$ cat src/lkv_pkg.sv
package lkv_pkg;

    localparam int CAP_W  = 5;
    localparam int FUNC_W = 1;
    localparam int KEY_W  = 32;
    localparam int VAL_W  = 32;

    localparam logic [FUNC_W-1:0] FUNC_GET = 1'b0;
    localparam logic [FUNC_W-1:0] FUNC_PUT = 1'b1;

    localparam logic [CAP_W-1:0] CAP_RESET = 5'd16;

    localparam logic signed [VAL_W-1:0] MISS_VALUE = '1;

    typedef logic [KEY_W-1:0]        key_t;
    typedef logic signed [VAL_W-1:0] value_t;
    typedef logic [CAP_W-1:0]        cap_t;

endpackage

$ cat src/lru_key_value_cache.sv
// Fully associative key/value cache with least-recently-used replacement.
// A get (s_func = 0) returns one result: m_found set and the stored value on
// a hit, m_found clear and all ones on a miss; a hit makes that entry most
// recent. A put (s_func = 1) returns no result: it overwrites a present key,
// fills the lowest free entry while occupancy is below cap_in_use, and
// otherwise replaces the least recent entry. cap_in_use of 0 acts as 1 and
// values above ENTRIES act as ENTRIES; lowering it never drops entries.
// Each request waits in the input register, where a single lookup and update
// pass over all entries handles it, so the cache sustains one request per
// cycle while no get is stalled; a get result passes from the input register
// to the output register that drives m_valid. The output register stalls only
// gets while a result waits on m_ready.
// Write cap_in_use through cfg_wr_en/cfg_wr_data only while idle.
module lru_key_value_cache #(
    parameter int ENTRIES = 16
) (
    input  logic                  aclk,
    input  logic                  aresetn,
    input  logic                  cfg_wr_en,
    input  lkv_pkg::cap_t         cfg_wr_data,
    input  logic                  s_valid,
    output logic                  s_ready,
    input  logic                  s_func,
    input  lkv_pkg::key_t         s_key,
    input  lkv_pkg::value_t       s_value,
    output logic                  m_valid,
    input  logic                  m_ready,
    output logic                  m_found,
    output lkv_pkg::value_t       m_read_value
);

    import lkv_pkg::*;

    localparam int IW = (ENTRIES > 1) ? $clog2(ENTRIES) : 1;
    localparam int OW = $clog2(ENTRIES + 1);

    cap_t                     cap_reg;

    logic                     req_valid_reg;
    logic [FUNC_W-1:0]        req_func_reg;
    key_t                     req_key_reg;
    value_t                   req_value_reg;

    logic [ENTRIES-1:0]          valid_reg,  valid_next;
    logic [ENTRIES-1:0][IW-1:0]  rank_reg,   rank_next;
    key_t [ENTRIES-1:0]          key_reg;
    value_t [ENTRIES-1:0]        value_reg;
    logic [OW-1:0]               occ_reg,    occ_next;

    logic                     m_valid_reg, m_valid_next;
    logic                     m_found_reg;
    value_t                   m_value_reg;

    logic                     hit;
    logic                     full;
    logic [IW-1:0]            slot;
    logic                     is_put;
    logic                     proc_fire;
    logic                     do_update;
    logic [IW-1:0]            promote_rank;

    assign is_put    = req_func_reg == FUNC_PUT;
    assign proc_fire = req_valid_reg && (is_put || !m_valid_reg || m_ready);
    assign do_update = proc_fire && (hit || is_put);
    assign s_ready   = !req_valid_reg || proc_fire;

    lkv_lookup #(
        .ENTRIES (ENTRIES),
        .IW      (IW),
        .OW      (OW)
    ) u_lookup (
        .entry_valid (valid_reg),
        .entry_key   (key_reg),
        .entry_rank  (rank_reg),
        .occupancy   (occ_reg),
        .cap         (cap_reg),
        .key         (req_key_reg),
        .hit         (hit),
        .full        (full),
        .slot        (slot)
    );

    always_ff @(posedge aclk) begin
        if (!aresetn) begin
            cap_reg <= CAP_RESET;
        end else if (cfg_wr_en) begin
            cap_reg <= cfg_wr_data;
        end
    end

    always_ff @(posedge aclk) begin
        if (!aresetn) begin
            req_valid_reg <= 1'b0;
        end else if (s_ready) begin
            req_valid_reg <= s_valid;
        end
    end

    always_ff @(posedge aclk) begin
        if (s_valid && s_ready) begin
            req_func_reg  <= s_func;
            req_key_reg   <= s_key;
            req_value_reg <= s_value;
        end
    end

    // new entry enters at rank occupancy, then gets promoted like a hit
    assign promote_rank = (hit || full) ? rank_reg[slot] : IW'(occ_reg);

    always_comb begin
        valid_next = valid_reg;
        rank_next  = rank_reg;
        occ_next   = occ_reg;
        if (do_update) begin
            for (int i = 0; i < ENTRIES; i++) begin
                if (IW'(i) != slot && valid_reg[i] && rank_reg[i] < promote_rank) begin
                    rank_next[i] = rank_reg[i] + IW'(1);
                end
            end
            rank_next[slot]  = '0;
            valid_next[slot] = 1'b1;
            if (!hit && !full) begin
                occ_next = occ_reg + OW'(1);
            end
        end
    end

    always_ff @(posedge aclk) begin
        if (!aresetn) begin
            valid_reg <= '0;
            rank_reg  <= '0;
            occ_reg   <= '0;
        end else begin
            valid_reg <= valid_next;
            rank_reg  <= rank_next;
            occ_reg   <= occ_next;
        end
    end

    always_ff @(posedge aclk) begin
        if (proc_fire && is_put) begin
            key_reg[slot]   <= req_key_reg;
            value_reg[slot] <= req_value_reg;
        end
    end

    always_comb begin
        if (proc_fire && !is_put) begin
            m_valid_next = 1'b1;
        end else if (m_ready) begin
            m_valid_next = 1'b0;
        end else begin
            m_valid_next = m_valid_reg;
        end
    end

    always_ff @(posedge aclk) begin
        if (!aresetn) begin
            m_valid_reg <= 1'b0;
        end else begin
            m_valid_reg <= m_valid_next;
        end
    end

    always_ff @(posedge aclk) begin
        if (proc_fire && !is_put) begin
            m_found_reg <= hit;
            m_value_reg <= hit ? value_reg[slot] : MISS_VALUE;
        end
    end

    assign m_valid      = m_valid_reg;
    assign m_found      = m_found_reg;
    assign m_read_value = m_value_reg;

endmodule

$ cat src/lkv_lookup.sv
module lkv_lookup #(
    parameter int ENTRIES = 16,
    parameter int IW      = (ENTRIES > 1) ? $clog2(ENTRIES) : 1,
    parameter int OW      = $clog2(ENTRIES + 1)
) (
    input  logic [ENTRIES-1:0]                     entry_valid,
    input  lkv_pkg::key_t [ENTRIES-1:0]            entry_key,
    input  logic [ENTRIES-1:0][IW-1:0]             entry_rank,
    input  logic [OW-1:0]                          occupancy,
    input  lkv_pkg::cap_t                          cap,
    input  lkv_pkg::key_t                          key,
    output logic                                   hit,
    output logic                                   full,
    output logic [IW-1:0]                          slot
);

    import lkv_pkg::*;

    localparam int CMP_W = ((OW > CAP_W) ? OW : CAP_W) + 1;
    localparam logic [CMP_W-1:0] ENTRIES_C = CMP_W'(ENTRIES);

    logic [CMP_W-1:0] cap_ext;
    logic [CMP_W-1:0] cap_eff;
    logic [IW-1:0]    lru_rank;
    logic [IW-1:0]    hit_idx;
    logic [IW-1:0]    free_idx;
    logic [IW-1:0]    lru_idx;

    always_comb begin
        cap_ext = CMP_W'(cap);
        if (cap_ext == '0) begin
            cap_eff = CMP_W'(1);
        end else if (cap_ext > ENTRIES_C) begin
            cap_eff = ENTRIES_C;
        end else begin
            cap_eff = cap_ext;
        end
        full = CMP_W'(occupancy) >= cap_eff;
    end

    // least recent valid entry carries rank occupancy-1
    assign lru_rank = IW'(occupancy - OW'(1));

    always_comb begin
        hit      = 1'b0;
        hit_idx  = '0;
        free_idx = '0;
        lru_idx  = '0;
        for (int i = ENTRIES - 1; i >= 0; i--) begin
            if (entry_valid[i] && entry_key[i] == key) begin
                hit     = 1'b1;
                hit_idx = IW'(i);
            end
            if (!entry_valid[i]) begin
                free_idx = IW'(i);
            end
            if (entry_valid[i] && entry_rank[i] == lru_rank) begin
                lru_idx = IW'(i);
            end
        end
    end

    always_comb begin
        if (hit) begin
            slot = hit_idx;
        end else if (full) begin
            slot = lru_idx;
        end else begin
            slot = free_idx;
        end
    end

endmodule
$ cat config.mk
export PLATFORM = sky130hd
export DESIGN_NAME = lru_key_value_cache
export DESIGN_NICKNAME = d
export VERILOG_FILES = /design/src/lkv_pkg.sv /design/src/lru_key_value_cache.sv /design/src/lkv_lookup.sv
export SDC_FILE = /design/constraint.sdc
export NUM_CORES = 2
export LEC_CHECK = 0
export ABC_AREA = 1
export BUFFER_PORTS_ARGS = -buffer_cell sky130_fd_sc_hd__clkbuf_2
export CAP_MARGIN = 20
export CORE_MARGIN = 4
export CORE_UTILIZATION = 55
export DETAILED_ROUTE_END_ITERATION = 6
export PLACE_DENSITY = 0.71
export SLEW_MARGIN = 0
export SYNTH_ARGS = -nofsm -noshare
export SYNTH_HDL_FRONTEND = slang
export SYNTH_SLANG_ARGS = --single-unit
export TNS_END_PERCENT = 100
$ cat constraint.sdc
create_clock -name aclk -period 7.7 [get_ports aclk]
set_input_delay 1.155 -clock aclk [delete_from_list [all_inputs] [get_ports aclk]]
set_output_delay 1.155 -clock aclk [all_outputs]
set_load 0.005 [all_outputs]
==> results.ini <==
[cells_and_area]
drive_above_1_share_pct=10.5
area_growth_pct=11.4
final_cell_mix=1122 x edfxtp_1, 1003 x nand2_1, 284 x inv_1, 226 x nor2_1, 209 x nand3_1
mostFrequentLayoutCell=edfxtp_1
final_net_count=4726

[global_routing]
grt_pass1_wl_um=218000
grt_max_degree=80
grt_pass1_vias=35000
gr-usage-all-layers_pct=29.2
antenna_found_initial=6
overflow=0

[sta]
hold_violations=0
rsz0062_at_grt=no
slew_viol_final=0
clock_skew_ns=0.0476
max_freq_mhz=141
period_needed_ns=7.07
setup_violations=0
finalSetupTns_ns=0
slew_headroom_pct=23.6
fin_crit_sh_pct=91.9
tightest_slew_ns=1.15

[clocking]
hold_buffers=0
cts_buffers=120
htree_num_levels=3
clk_pin_slew_ns=0.06
root_buffer=clkbuf_16
cts_resized=0
ctsLongestPathBuffers=3
cts_num_sinks=1214
clock_latency_ns=0.73
cts_tree=built
postCtsSetupBuffers=0

[worst_hold_path]
min_from=occ_reg[4]$_SDFFE_PN0P_
hold_path.class=flop to flop

[synthesis]
synth_cell_types=60
netlist_area_um2=52400
synth_top_family_by_area=simple AND/OR/NAND/NOR gates
synth-main-ff-cell=edfxtp_1
synth-compound-area-share_pct=9.04
synth-edff-count=1122
syn_inst=4439
ys_seq_elements=1214
ys_seq_area_share_pct=67.9
synthAdderAreaFrac_pct=1.70
yosysWarningCount=0
postSynthAreaPerCell_um2=11.8
synth-xor-area-share_pct=2.98
synthArstFlopShare_pct=0
synth-simple-area-share_pct=14.3
synth_mux_area_share_pct=0
syn_nets=4585

[status]
violations=design-rule violations
outcome=complete, but fails checks

[route]
ant_nets=0
drt_iter0_drc=4969
wl_um=147000
drc=2
wire_per_inst_um=24.8
drt_pass1_iterations=7
post_drt_via_cell_ratio=6.13
vias=36400

[worst_setup_path]
worstPathMaxFanout=27
path_common_cell=nand2_1
crit_path_end_kind=flop
cp-start-kind=flop
slowest_delay_ns=0.80
critical_path_class=flop to flop
cp.arrival_ns=7.65
cp_slowest_cell=dfxtp_1
critical_path_required_ns=8.28
reg2reg_from=occ_reg[0]$_SDFFE_PN0P_
cp_top_family=compound AO/OA/AOI/OAI gates
crit_buf_inv=6
crit_start=occ_reg[0]$_SDFFE_PN0P_

[floorplan]
rows=112
die_y_um=317
dieArea_um2=100000
core_um2=93900
start_util_pct=55.8
die_w_um=317
ios=110

[placement]
dp_hpwl_um=85700
gp_congestion=0.962
portBuffers=109

[run]
max_cap_violations=0

[power_and_ir_drop]
irDropWorstVdd_mv=0.221
power_density_nw_per_um2=234
power.total_mw=13.7
power_leakage_nw=20.3

==> cell usage after synthesis, types with 52 or more instances <==
cell type,count,area [um^2]
xnor2_1,146,1280
o21ai_0,157,786
nand2_1,1006,3780
nand3_1,210,1050
o21ai_1,74,370
dfxtp_1,92,1840
a22o_1,59,517
clkbuf_1,104,390
a21oi_1,114,571
buf_2,52,260
nor2_1,244,916
o22ai_1,108,676
inv_1,286,1070
edfxtp_1,1122,33700
nand4_1,131,820
ha_1,71,888
==> cells by family (layout without fill, tap and decap cells) <==
| group | after synthesis | after routing |
|---|---|---|
| AOI/OAI and AO/OA | 729 | 729 |
| xor gates and xnor gates | 178 | 178 |
| adders and majority gates | 71 | 71 |
| buffers and inverters | 517 | 759 |
| DFF | 1214 | 1214 |
| other | 0 | 1 |
| and+or+nand+nor | 1730 | 1730 |
==> stage by stage <==
stage	hold WS, ns	setup slack, ns	std cells	util (%)	cell area (um^2)
5_1_grt	0.533	0.116	5935	62.1	58300
6_report	0.487	0.627	5936	62.1	58300
2_1_floorplan	0.427	1.37	4439	-	52400
3_5_place_dp	0.471	0.842	5712	58.1	54500
3_3_place_gp	0.462	0.987	5712	58.1	54500
4_1_cts	0.488	0.823	5935	62.1	58300
==> power by group <==
| group | internal (mW) | total (mW) | switching (mW) |
|---|---|---|---|
| logic | 0.177 | 0.657 | 0.480 |
| clock network | 3.20 | 5.69 | 2.49 |
| registers | 7.24 | 7.30 | 0.0637 |
==> worst reg2reg max path, delay by kind of cell, from the launching register on <==
family                     cells  cell delay [ns]
AOI/OAI and AO/OA              8             1.97
and+or+nand+nor               23             1.81
buffers and inverters          6             1.71
DFF                            1             0.80
adders and majority gates      2             0.68
==> metal layers <==
metal | up-vias | wire (um) | share of wire, % | track usage (%)
li1 | 16300 | - | - | -
met1 | 17600 | 57400 | 39 | 41.0
met2 | 2195 | 66700 | 45 | 45.3
met3 | 386 | 17300 | 12 | 5.96
met4 | 2 | 6030 | 4.1 | 11.6
met5 | - | 10 | 0.0068 | 0
==> cell type report <==
type,instances,area [um^2]
Sequential cell,1214,35500
Fill cell,7237,35600
Inverter,324,1230
Multi-Input combinational cell,2708,14800
Clock inverter,62,552
Clock buffer,161,3260
Antenna cell,1,2.50
Timing Repair Buffer,212,1380
Tap cell,1254,1570
==> worst paths after layout <==
check	to	slack [ns]	cells after the start
worst max-delay path	rank_reg[62]$_SDFFE_PN0P_	0.63	39
worst min-delay path	occ_reg[4]$_SDFFE_PN0P_	0.49	1
worst max register to register	rank_reg[62]$_SDFFE_PN0P_	0.63	39
worst min register to register	occ_reg[4]$_SDFFE_PN0P_	0.49	1
(Power assumes the default switching activity.)
